===== src/hw/rtl/mtwc_pkg.sv =====
// Shared types and constants for the median time window check block.
// No dependencies; every other file in hw/rtl takes its names from here.
`default_nettype none

package mtwc_pkg;

  localparam int TIME_W   = 32;
  localparam int STATUS_W = 2;

  localparam logic [STATUS_W-1:0] STATUS_OK      = 2'd0;
  localparam logic [STATUS_W-1:0] STATUS_TOO_OLD = 2'd1;
  localparam logic [STATUS_W-1:0] STATUS_TOO_NEW = 2'd2;

  localparam logic ACTION_APPEND = 1'b0;
  localparam logic ACTION_CHECK  = 1'b1;

  localparam logic [31:0] DRIFT_RESET = 32'd7200;

  typedef struct packed {
    logic clear;
    logic insert;
  } sort_ctrl_t;

endpackage

`default_nettype wire


===== src/hw/rtl/mtwc_store.sv =====
// Timestamp store: one write port and one read port with registered read data.
// Uses mtwc_pkg for the timestamp width.
`default_nettype none

module mtwc_store #(
  parameter int WINDOW = 11,
  parameter int AW     = 4
) (
  input  wire                        clk,
  input  wire                        we,
  input  wire [AW-1:0]               waddr,
  input  wire [mtwc_pkg::TIME_W-1:0] wdata,
  input  wire                        re,
  input  wire [AW-1:0]               raddr,
  output logic [mtwc_pkg::TIME_W-1:0] rdata
);

  logic [mtwc_pkg::TIME_W-1:0] mem [WINDOW];

  always_ff @(posedge clk) begin
    if (we) begin
      mem[waddr] <= wdata;
    end
  end

  always_ff @(posedge clk) begin
    if (re) begin
      rdata <= mem[raddr];
    end
  end

endmodule

`default_nettype wire


===== src/hw/rtl/mtwc_sorter.sv =====
// Insertion sorter: a row of registers kept in ascending order, one value per beat.
// Uses mtwc_pkg for the timestamp width and the control struct.
`default_nettype none

module mtwc_sorter #(
  parameter int WINDOW = 11,
  parameter int AW     = 4,
  parameter int CW     = 4
) (
  input  wire                          clk,
  input  wire                          rst,
  input  mtwc_pkg::sort_ctrl_t         ctrl,
  input  wire [mtwc_pkg::TIME_W-1:0]   value,
  input  wire [AW-1:0]                 sel,
  output logic [mtwc_pkg::TIME_W-1:0]  sel_value
);

  logic [mtwc_pkg::TIME_W-1:0] row      [WINDOW];
  logic [mtwc_pkg::TIME_W-1:0] row_next [WINDOW];
  logic [WINDOW-1:0]           below;
  logic [CW-1:0]               used;

  always_comb begin
    for (int k = 0; k < WINDOW; k++) begin
      below[k] = (CW'(k) < used) && (row[k] <= value);
    end
    row_next[0] = below[0] ? row[0] : value;
    for (int k = 1; k < WINDOW; k++) begin
      if (below[k]) begin
        row_next[k] = row[k];
      end else if (below[k-1]) begin
        row_next[k] = value;
      end else begin
        row_next[k] = row[k-1];
      end
    end
  end

  always_ff @(posedge clk) begin
    if (rst) begin
      used <= '0;
    end else if (ctrl.clear) begin
      used <= '0;
    end else if (ctrl.insert && used < CW'(WINDOW)) begin
      used <= used + 1'b1;
    end
  end

  always_ff @(posedge clk) begin
    if (ctrl.insert) begin
      for (int k = 0; k < WINDOW; k++) begin
        row[k] <= row_next[k];
      end
    end
  end

  assign sel_value = row[sel];

endmodule

`default_nettype wire


===== src/hw/rtl/median_time_window_check_core.sv =====
// Median time window check: an accepted beat passes through ST_SCAN, which reads the n
// stored timestamps (n counted after the beat), then ST_WAIT and ST_RESULT; with an
// empty window it goes straight to ST_RESULT. No new beat is taken until ST_IDLE.
// The scan is set by the single read port of the store, one entry per cycle.
// Reset empties the window and sets the drift limit to 7200; store contents stay.
`default_nettype none

module median_time_window_check_core #(
  parameter int WINDOW = 11
) (
  input  wire         clk,
  input  wire         rst,
  input  wire         s_tvalid,
  output logic        s_tready,
  input  wire  [63:0] s_tdata,  // block_time [31:0], current_time [63:32]
  input  wire  [0:0]  s_tuser,  // action
  output logic        m_tvalid,
  input  wire         m_tready,
  output logic [39:0] m_tdata,  // median_time [31:0], status [33:32], zeros above
  input  wire         cfg_we,
  input  wire  [31:0] cfg_wdata
);

  localparam int AW = (WINDOW > 1) ? $clog2(WINDOW) : 1;
  localparam int CW = $clog2(WINDOW + 1);
  localparam int TW = mtwc_pkg::TIME_W;

  typedef enum logic [1:0] {
    ST_IDLE,
    ST_SCAN,
    ST_WAIT,
    ST_RESULT
  } state_t;

  state_t               state;
  logic [CW-1:0]        fill_count;
  logic [AW-1:0]        write_slot;
  logic [AW-1:0]        rd_idx;
  logic                 rd_vld;
  logic                 action;
  logic [TW-1:0]        cand_time;
  logic [TW:0]          limit;
  logic [TW-1:0]        drift;
  logic [TW-1:0]        rd_data;
  logic [TW-1:0]        sel_value;
  logic [TW-1:0]        median;
  logic [mtwc_pkg::STATUS_W-1:0] status;
  logic                 accept;
  logic                 do_append;
  logic [CW-1:0]        fill_next;
  logic [AW-1:0]        last_idx;
  logic                 out_free;
  mtwc_pkg::sort_ctrl_t sort_ctrl;

  assign s_tready  = (state == ST_IDLE);
  assign accept    = s_tvalid && s_tready;
  assign do_append = accept && (s_tuser[0] == mtwc_pkg::ACTION_APPEND);
  assign fill_next = (do_append && fill_count < CW'(WINDOW)) ? fill_count + 1'b1
                                                           : fill_count;
  assign last_idx  = AW'(fill_count - 1'b1);
  assign out_free  = !m_tvalid || m_tready;

  assign sort_ctrl.clear  = accept;
  assign sort_ctrl.insert = rd_vld;

  mtwc_store #(
    .WINDOW (WINDOW),
    .AW     (AW)
  ) u_store (
    .clk   (clk),
    .we    (do_append),
    .waddr (write_slot),
    .wdata (s_tdata[31:0]),
    .re    (state == ST_SCAN),
    .raddr (rd_idx),
    .rdata (rd_data)
  );

  mtwc_sorter #(
    .WINDOW (WINDOW),
    .AW     (AW),
    .CW     (CW)
  ) u_sorter (
    .clk       (clk),
    .rst       (rst),
    .ctrl      (sort_ctrl),
    .value     (rd_data),
    .sel       (AW'(fill_count >> 1)),
    .sel_value (sel_value)
  );

  always_comb begin
    median = (fill_count == '0) ? '0 : sel_value;
    status = mtwc_pkg::STATUS_OK;
    if (action == mtwc_pkg::ACTION_CHECK) begin
      if (cand_time < median) begin
        status = mtwc_pkg::STATUS_TOO_OLD;
      end else if ({1'b0, cand_time} > limit) begin
        status = mtwc_pkg::STATUS_TOO_NEW;
      end
    end
  end

  always_ff @(posedge clk) begin
    if (rst) begin
      drift <= mtwc_pkg::DRIFT_RESET;
    end else if (cfg_we) begin
      drift <= cfg_wdata;
    end
  end

  always_ff @(posedge clk) begin
    if (accept) begin
      action    <= s_tuser[0];
      cand_time <= s_tdata[31:0];
      limit     <= {1'b0, s_tdata[63:32]} + {1'b0, drift};
    end
    if (state == ST_RESULT && out_free) begin
      m_tdata <= {6'd0, status, median};
    end
  end

  always_ff @(posedge clk) begin
    if (rst) begin
      state      <= ST_IDLE;
      fill_count <= '0;
      write_slot <= '0;
      rd_idx     <= '0;
      rd_vld     <= 1'b0;
      m_tvalid   <= 1'b0;
    end else begin
      rd_vld <= (state == ST_SCAN);
      if (state == ST_RESULT && out_free) begin
        m_tvalid <= 1'b1;
      end else if (m_tready) begin
        m_tvalid <= 1'b0;
      end
      case (state)
        ST_IDLE: begin
          if (accept) begin
            fill_count <= fill_next;
            rd_idx     <= '0;
            if (do_append) begin
              write_slot <= (write_slot == AW'(WINDOW - 1)) ? '0 : write_slot + 1'b1;
            end
            state <= (fill_next == '0) ? ST_RESULT : ST_SCAN;
          end
        end
        ST_SCAN: begin
          rd_idx <= rd_idx + 1'b1;
          if (rd_idx == last_idx) begin
            state <= ST_WAIT;
          end
        end
        ST_WAIT: begin
          state <= ST_RESULT;
        end
        ST_RESULT: begin
          if (out_free) begin
            state <= ST_IDLE;
          end
        end
        default: begin
          state <= ST_IDLE;
        end
      endcase
    end
  end

  a_fill_bound: assert property (@(posedge clk) disable iff (rst)
    fill_count <= CW'(WINDOW))
    else $error("fill count exceeds the window depth");

  a_slot_tracks_fill: assert property (@(posedge clk) disable iff (rst)
    (fill_count < CW'(WINDOW)) |-> (CW'(write_slot) == fill_count))
    else $error("write slot diverged from fill count while filling");

  a_scan_in_range: assert property (@(posedge clk) disable iff (rst)
    (state == ST_SCAN) |-> (CW'(rd_idx) < fill_count))
    else $error("store read beyond the filled entries");

  a_status_legal: assert property (@(posedge clk) disable iff (rst)
    m_tvalid |-> (m_tdata[33:32] != 2'd3))
    else $error("illegal status code on the result beat");

  a_result_after_scan: assert property (@(posedge clk) disable iff (rst)
    $rose(m_tvalid) |-> ($past(state) == ST_RESULT))
    else $error("result raised outside the result state");

endmodule

`default_nettype wire

===== config.mk =====
export PLATFORM = sky130hd
export DESIGN_NAME = median_time_window_check_core
export DESIGN_NICKNAME = d
export VERILOG_FILES = /design/src/hw/rtl/mtwc_pkg.sv /design/src/hw/rtl/mtwc_store.sv /design/src/hw/rtl/mtwc_sorter.sv /design/src/hw/rtl/median_time_window_check_core.sv
export SDC_FILE = /design/constraint.sdc
export NUM_CORES = 1
export LEC_CHECK = 0
export ABC_AREA = 0
export ABC_CLOCK_PERIOD_IN_PS = 12500
export BUFFER_PORTS_ARGS = -buffer_cell sky130_fd_sc_hd__buf_2
export CAP_MARGIN = 20
export CORE_MARGIN = 3
export CORE_UTILIZATION = 38
export CTS_BUF_LIST = sky130_fd_sc_hd__clkbuf_2 sky130_fd_sc_hd__clkbuf_4 sky130_fd_sc_hd__clkbuf_8
export DETAILED_ROUTE_END_ITERATION = 10
export PLACE_DENSITY = 0.6
export SYNTH_ARGS = -nofsm -noshare
export SYNTH_HDL_FRONTEND = slang
export SYNTH_HIERARCHICAL = 1
export SYNTH_SLANG_ARGS = --single-unit

===== constraint.sdc =====
create_clock -name clk -period 12.5 [get_ports clk]
set_input_delay 0 -clock clk [delete_from_list [all_inputs] [get_ports clk]]
set_output_delay 0 -clock clk [all_outputs]
set_load 0.005 [all_outputs]

# == After elaboration in Yosys (flattened, before gate mapping) ==
# Memory sizes are Yosys's and may differ from the RTL's. A register that Yosys moved wholly into a read port is not among the register bits.
# Index checks and enable logic that the tools add are counted.
# word_totals
regBits,152
ramBits,704
inputBits,102
output_inout_bits,42
elab_cells,128
memories,2
# memory_table
name,words,word_bits,rd,rd_ports_with_merged_regs,wr,line,source
u_sorter.row,11,32,12,1,11,mtwc_sorter.sv:18,logic [mtwc_pkg::TIME_W-1:0] row [WINDOW];
u_store.mem,11,32,1,1,1,mtwc_store.sv:18,logic [mtwc_pkg::TIME_W-1:0] mem [WINDOW];
# op_classes
addsub,6
order_cmp,26
n_eq_ne,8
muxes,41
bitwise,2
n_reduce_logical,29
# ops
op,n
32-bit 2-to-1 mux,22
32-bit less-or-equal comparator,11
32-bit by 32-bit adder with 33-bit output,1
32-bit by 33-bit > comparator with 1-bit output,1
32-bit less-than comparator,1
4-bit 2-to-1 mux,5
4-bit by 1-bit adder with 4-bit output (second input constant),4
1-bit logical AND,16
3-bit by 4-bit less-than comparator with 1-bit output (first input constant),4
4-bit less-than comparator (first input constant),3
2-bit 2-to-1 mux,5
4-bit zero test,2
1-bit by 4-bit less-than comparator with 1-bit output (first input constant),2
2-bit by 4-bit less-than comparator with 1-bit output (first input constant),2
4-bit less-than comparator (second input constant),2
2-bit case mux with 4 select lines,1
4-bit case mux with 2 select lines,1
1-bit 2-to-1 mux,7
3-bit AND reduction,2
2-bit equality test (second input constant),2
4-bit equality test,1
4-bit equality test (second input constant),1
2-bit inequality test (second input constant),2
2-bit AND reduction,2
other kinds (9),12

# == Depth between registers and ports, before layout ==
# Gate-level depths: netlist of the first run.
# logic_depth
depth_word,9
ltp_mapped,14
mapped_depth_nobuf,12

# == Hierarchy ==
# The synthesis of the first run kept the hierarchy.
# by_module_without_submodules
module,n_inst,cells_per_inst,area_each_um2,seq_area_each_um2
mtwc_sorter,1,2571,28687.5,10650.2
mtwc_store,1,770,14963.1,11531.1
median_time_window_check_core,1,833,8687.1,3963.8

# == Worst setup path before layout of the first run ==
# OpenSTA, ideal clock, no wires.
# synth_path
path_type,register to register
start,"register, netlist name u_store/rdata[14]"
end,memory u_sorter/row[0][0] in the netlist's numbering (enable)
setup_ns,0.441
arrival_ns,3.963
required_ns,12.059
setup_slack_ns,8.096
stages_incl_launch_ff,10
n_path_buf,2
synth_period_minus_slack_ns,4.404
path_cell_list,edfxtp_1 inv_1 ha_1 nand4_1 or4_1 a21o_1 a31o_2 buf_4 clkbuf_1 a31oi_1
# synth_lines
element,line
to (decl),mtwc_sorter.sv:18

==> qor.yml, run 1 <==
global_routing:
  grt_pass1_vias: 38186
  overflow: 0
  grt_pass1_wl_um: 261000
  grt_max_degree: 72
  antenna_found_initial: 15
  track_usage: 0.251
pwr:
  p_per_area_nw_per_um2: 167
  ir_drop_mv: 0.121
  p_leak_nw: 22.3
  sequentialPowerShare: 0.409
  p_int_mw: 6.39
  p_switching_mw: 3.73
  finalPower_mw: 10.1
  clock_power_share: 0.280
  p_sw_frac: 0.369
  combPwrFrac: 0.311
yosys:
  synth_area_per_cell_um2: 12.5
  netlist-cell-type-count: 103
  yosys_warnings: 6
  synth_edf_count: 836
  ys.flop_type: "edfxtp_1"
  synth_seq_cells: 888
  ys_seq_area_frac: 0.500
  async_flop_share: 0
  synthCells: 4174
  synth_area_um2: 52300
floorplanning:
  dieWidth_um: 377
  fp.coreArea_um2: 136000
  die-area_um2: 142000
  ioPinCount: 144
  start_util: 0.384
  rows: 135
  die_h_um: 377
critical_path:
  path_cells: "inv_1, ha_1, nand4_1, nor4_1, o21ai_0, o211ai_1, a31oi_4, nor2b_4, buf_4"
  worstSetupPathType: "flip-flop to flip-flop"
  worst-path-max-fanout: 18
  max_stage_delay_ns: 0.98
  start_kind: "flip-flop"
  endpoint_kind: "flip-flop"
  cp_slowest_cell: "nor4_1"
  cp_data_arrival_time_ns: 5.94
  required_ns: 13.01
layout:
  fin_util: 0.445
  nFillCells: 12329
  area_growth_pct: 15.8
  nets: 5092
  drive_above_1_share: 0.219
  final_area_um2: 60600
detailed_routing:
  drtIter0Drc: 4316
  post-route-drc-count: 0
  ant_nets: 0
  dr.pass1.iters: 5
  via_per_inst: 6.13
  via_count: 39525
  finalWirelength_um: 181000
  wl_per_cell_um: 28.1
timing:
  post-route-period-util: 0.434
  fin_setup_tns_ns: 0
  finalSetupViolCount: 0
  grt_setup_unrepaired: "no"
  drv_slew: 0
  worst_pin_slew_ns: 1.19
  fin_crit_ns: 5.43
  whs_ns: 0.0856
  finClkSkew_ns: 0.0483
  relSlewSlack: 0.198
  clock.fmax_mhz: 184
  hold_violations: 0
clocking:
  cts_root_buf: "clkbuf_8"
  numCtsBuffers: 163
  cts_setup_buffers: 0
  clockBufferDepth: 3
  cts_sinks: 888
  cts_htree_levels: 4
  cts_tree: "yes"
  clk_pin_slew_ns: 0.06
  clk_latency_ns: 0.89
place:
  globalplace.congestion: 0.944
  placed_area_um2: 54800
  dpl.hpwl_um: 121000
  port_buffers: 137
status:
  status: "completed"
flow_run:
  maxCapViolCount: 0
min_path:
  min_path_type: "input port to flip-flop"
[per-layer routing]
layer  routed length [um]  track usage
met5                   55            0
met4                 7650        0.107
met3                19500       0.0742
met2                80200        0.381
met1                74000        0.333
[power groups by stage]
stage / combinational (mW) / clock [mW] / sequential, mW
6_report: 3.15 / 2.83 / 4.14
5_1_grt: 3.39 / 3.02 / 4.16
3_5_place_dp: 2.97 / 0 / 4.18
4_1_cts: 3.06 / 2.89 / 4.12
3_3_place_gp: 2.90 / 0 / 4.18
2_1_floorplan: 2.01 / 0 / 3.91
[layout make-up]
cell class | instances | area [um^2] | share of cell area
timing repair buffer | 461 | 3770 | 0.0622
sequential | 888 | 26200 | 0.432
inverter | 136 | 510 | 0.00842
tap | 1781 | 2230 | 0.0368
antenna | 6 | 15.0 | 0.000248
clock inverter | 64 | 517 | 0.00852
multi-input combinational | 2883 | 24700 | 0.407
clock buffer | 226 | 2720 | 0.0449
[logic make-up (layout without fill, tap and decap cells)]
group / after synthesis / after routing / synth area share
xor+xnor: 36 / 36 / 0.00602
fa+ha+maj: 457 / 457 / 0.109
other cells: 1 / 13 / 0.0000717
flops: 888 / 888 / 0.500
compound gates: 936 / 936 / 0.133
buf+inv: 409 / 887 / 0.0350
mux: 512 / 512 / 0.131
simple gates: 935 / 935 / 0.0869
[cell usage after synthesis (7+ instances only)]
library cell / n / area [um^2]
a2111oi_0: 7 / 61.3
a211oi_1: 12 / 90.1
a21o_1: 54 / 405
a21oi_1: 201 / 1010
a221oi_1: 7 / 61.3
a22o_1: 34 / 298
a31oi_1: 72 / 450
and4_1: 10 / 87.6
buf_1: 21 / 78.8
buf_2: 37 / 185
buf_4: 13 / 97.6
buf_6: 17 / 191
clkbuf_1: 180 / 676
dfxtp_1: 52 / 1040
edfxtp_1: 836 / 25100
ha_1: 456 / 5710
inv_1: 136 / 510
mux2_1: 43 / 484
mux2_2: 247 / 2780
mux2_4: 29 / 435
mux2i_1: 97 / 971
mux4_2: 96 / 2160
nand2_1: 414 / 1550
nand2b_1: 48 / 300
nand3_1: 36 / 180
nand4_1: 185 / 1160
nor2_1: 112 / 420
nor2b_1: 38 / 238
nor3_1: 30 / 150
nor4_1: 16 / 100
o2111ai_1: 32 / 280
o211ai_1: 138 / 1040
o211ai_2: 9 / 113
o21a_1: 12 / 90.1
o21ai_0: 87 / 435
o21bai_1: 10 / 75.1
o221a_2: 32 / 360
o22ai_1: 35 / 219
o311ai_1: 28 / 245
o31ai_1: 44 / 330
o31ai_2: 56 / 701
xnor2_1: 21 / 184
xor2_1: 15 / 131
[cell usage in the layout, fill, tap and decap left out, types with 44 or more instances in the layout]
cell type / count
inv_1: 134
a21oi_1: 199
dfxtp_1: 46
o211ai_1: 138
buf_4: 73
ha_1: 455
nor2_1: 102
a31oi_1: 69
mux2i_1: 97
buf_2: 137
nand4_1: 185
clkbuf_8: 164
dlygate4sd3_1: 247
mux4_2: 96
clkbuf_4: 64
edfxtp_1: 836
mux2_2: 247
a21o_1: 54
o31ai_1: 44
nand2_1: 414
nand2b_1: 46
o21ai_0: 87
o31ai_2: 56
[flip-flops by register name, indices dropped and copies added, names as in the netlist]
name and cells:
limit 33, u_sorter/row 352, u_store/mem 352, m_tdata 34
rd_idx 4, rd_vld 1, drift 32, state 2
action 1, u_sorter/used 4, cand_time 32, u_store/rdata 32
write_slot 4, fill_count 4, m_tvalid 1
[through the flow]
step | cells | setup slack, ns
3_3_place_gp | 5898 | 7.23
5_1_grt | 6440 | 6.98
6_report | 6445 | 7.07
4_1_cts | 6435 | 7.12
3_5_place_dp | 5898 | 7.16
2_1_floorplan | 4180 | 8.10
[critical path: cells and delay by family (launching register included)]
family                   cells  cell delay (ns)
AND/OR/NAND/NOR              3             1.98
AO/OA/AOI/OAI                3             1.09
buffers and inverters        2             0.90
flip-flops                   1             0.62
adder cells (fa/ha/maj)      1             0.45
[final timing paths]
kind | slack (ns) | startpoint | depth (start not counted) | to
worst max-delay path | 7.07 | u_store/rdata[7] | 9 | u_sorter/row[1][26]
worst min-delay path | 0.09 | s_tdata[33] | 3 | limit[1]
worst min register to register | 0.55 | write_slot[3] | 2 | write_slot[3]
worst max register to register | 7.07 | u_store/rdata[7] | 9 | u_sorter/row[1][26]
[timing repair]
| item | in CTS | in global routing |
|---|---|---|
| hold buffers | 247 | 0 |
| hold endpoints to repair | 479 | 0 |
| endpoints found under the setup margin | 0 | 0 |
| resized for setup | 0 | 0 |
No activity file was read; power rests on OpenSTA's default activity.
==> run 2, diff against run 1 <==
- ABC_AREA: 0 -> 1
- ABC_CLOCK_PERIOD_IN_PS: 12500 -> 5300
- clock period: 12.5 -> 5.3 ns (I/O delays scaled with it)
==> run 2 against run 1 <==
  * Register-to-register slack worse by 6.3 ns
  * Via count is 11% higher
  * Synthesized area is 2.4% lower
==> qor.yml, run 2 <==
place:
  dpl.hpwl_um: 121000
  port_buffers: 137
  globalplace.congestion: 0.973
yosys:
  yosys_warnings: 6
  synthMuxAreaShare: 0
  ys_seq_area_frac: 0.512
  synth_top_family_by_area: "simple AND/OR/NAND/NOR gates"
  synth_compound_area_frac: 0.0803
  synth_common_cells: "1686 x nand2_1, 836 x edfxtp_1, 635 x nand3_1"
  netlist-cell-type-count: 56
  synth_area_leaders: "edfxtp_1 49%, nand2_1 12%, ha_1 11%, nand3_1 6.2%, inv_1 3.3%"
  synth_area_per_cell_um2: 9.03
  synth_seq_cells: 888
  ys.flop_type: "edfxtp_1"
  synth_area_um2: 51100
  synthSimpleGateAreaFrac: 0.229
  synth-adder-area-share: 0.112
  synth.top_cell.area_share: 0.491
  synth_most_common_cell: "nand2_1"
  synthCells: 5658
  synth_edf_count: 836
  post-synth-top-area-cell: "edfxtp_1"
  synth_xor_area_frac: 0.00566
  async_flop_share: 0
critical_path:
  worstSetupPathType: "flip-flop to flip-flop"
  cp_data_arrival_time_ns: 5.11
  required_ns: 5.83
  worst-path-max-fanout: 16
  endpoint_kind: "flip-flop"
  start_kind: "flip-flop"
pwr:
  ir_drop_mv: 0.333
  p_int_mw: 14.6
  p_per_area_nw_per_um2: 403
  clock_power_share: 0.268
  p_switching_mw: 9.35
  combPwrFrac: 0.328
  sequentialPowerShare: 0.404
  p_sw_frac: 0.391
  p_leak_nw: 25.8
layout:
  final_common_cell: "nand2_1"
  nets: 6595
  area_growth_pct: 16.3
  top_regs: "u_sorter/row: 352 flops, u_store/mem: 352 flops, m_tdata: 34 flops"
  final_cell_mix: "1686 x nand2_1, 836 x edfxtp_1, 635 x nand3_1"
  drive_above_1_share: 0.100
  fin_util: 0.449
timing:
  post-route-period-util: 0.863
  hold_violations: 0
  fin_setup_tns_ns: 0
  relSlewSlack: 0.283
  clock.fmax_mhz: 219
  fin_crit_ns: 4.58
  worst_pin_slew_ns: 1.07
  whs_ns: 0.104
  grt_setup_unrepaired: "no"
  finalSetupViolCount: 0
  drv_slew: 0
  finClkSkew_ns: 0.0563
clocking:
  cts_resized: 0
  cts_htree_levels: 4
  clk_pin_slew_ns: 0.06
  cts_setup_buffers: 0
  hold_buffers: 241
  cts_sinks: 888
  clk_latency_ns: 0.91
  numCtsBuffers: 155
  cts_tree: "yes"
  cts_root_buf: "clkbuf_8"
  clockBufferDepth: 3
detailed_routing:
  dr.pass1.iters: 6
  ant_nets: 0
  post-route-drc-count: 0
  drtIter0Drc: 5275
  wl_met3_um: 19700
  via_count: 43728
  wl_per_cell_um: 22.9
  via_per_inst: 5.52
  finalWirelength_um: 181000
  m1WireLength_um: 73000
  wl_met2_um: 79500
  top_layer_used: "met5"
global_routing:
  antenna_found_initial: 14
  track_usage: 0.254
  grt_pass1_wl_um: 267000
  grt_max_degree: 166
  overflow: 0
  grt_pass1_vias: 41576
floorplanning:
  rows: 133
  die_h_um: 373
  start_util: 0.386
  ioPinCount: 144
  fp.coreArea_um2: 132000
  dieWidth_um: 373
  die-area_um2: 139000
flow_run:
  maxCapViolCount: 0
status:
  status: "completed"
min_path:
  min_path_type: "input port to flip-flop"
==> run 2: through the flow <==
| step | worst slack (ns) | power (mW) | instances | area, um^2 |
|---|---|---|---|---|
| global route | 0.636 | 25.2 | 7918 | 59400 |
| finish | 0.725 | 23.9 | 7921 | 59400 |
| floorplan | 1.34 | 14.2 | 5664 | 51100 |
| detailed placement | 0.839 | 17.2 | 7392 | 53900 |
| CTS | 0.796 | 23.8 | 7909 | 59400 |
| global placement | 0.853 | 17.0 | 7391 | 53900 |
==> run 2: cells by family after synthesis <==
logic type                 Yosys count
AOI/OAI and AO/OA                  722
xor gates and xnor gates            33
adders and majority gates          457
buffers and inverters              742
DFF                                888
other                                1
and+or+nand+nor                   2815
==> run 2: final cells by class <==
type                    count  area (um^2)
multi-input cells        4034        22100
fillers                 12689        73100
diodes                     11         27.5
clock inverters            62          449
flip-flops and latches    888        26200
repair buffers            497         4120
inverters                 460         1740
clock buffers             214         2620
well taps                1755         2200
==> run 2: power groups by stage <==
stage	registers (mW)	clock network, mW	logic (mW)
finish	9.67	6.40	7.84
global route	9.71	6.82	8.67
CTS	9.64	6.51	7.64
detailed placement	9.77	0	7.41
global placement	9.78	0	7.26
floorplan	9.27	0	4.92
==> run 2: path summary, 6_finish.rpt <==
kind | startpoint | end | slack, ns | cells after the start
max | u_store/rdata[30] | u_sorter/row[9][31] | 0.72 | 12
min | s_tdata[30] | cand_time[30] | 0.10 | 2
max reg2reg | u_store/rdata[30] | u_sorter/row[9][31] | 0.72 | 12
min reg2reg | u_sorter/used[0] | u_sorter/used[0] | 0.50 | 1
==> run 2: metal layers <==
metal / global-route usage / vias to the layer above
li1: - / 20143
met5: 0 / -
met1: 0.341 / 20769
met3: 0.0582 / 440
met2: 0.388 / 2372
met4: 0.120 / 4
==> run 2: critical path: stages (launching register included) <==
cell      delay, ns
edfxtp_1       0.81
inv_1          0.48
ha_1           0.43
nand2_1        0.08
nor2_1         0.22
nand2_1        0.16
nor2_1         0.64
nand2_1        0.12
nand2_1        0.10
nand2_2        0.36
buf_4          0.34
a21oi_4        0.13
buf_4          0.34
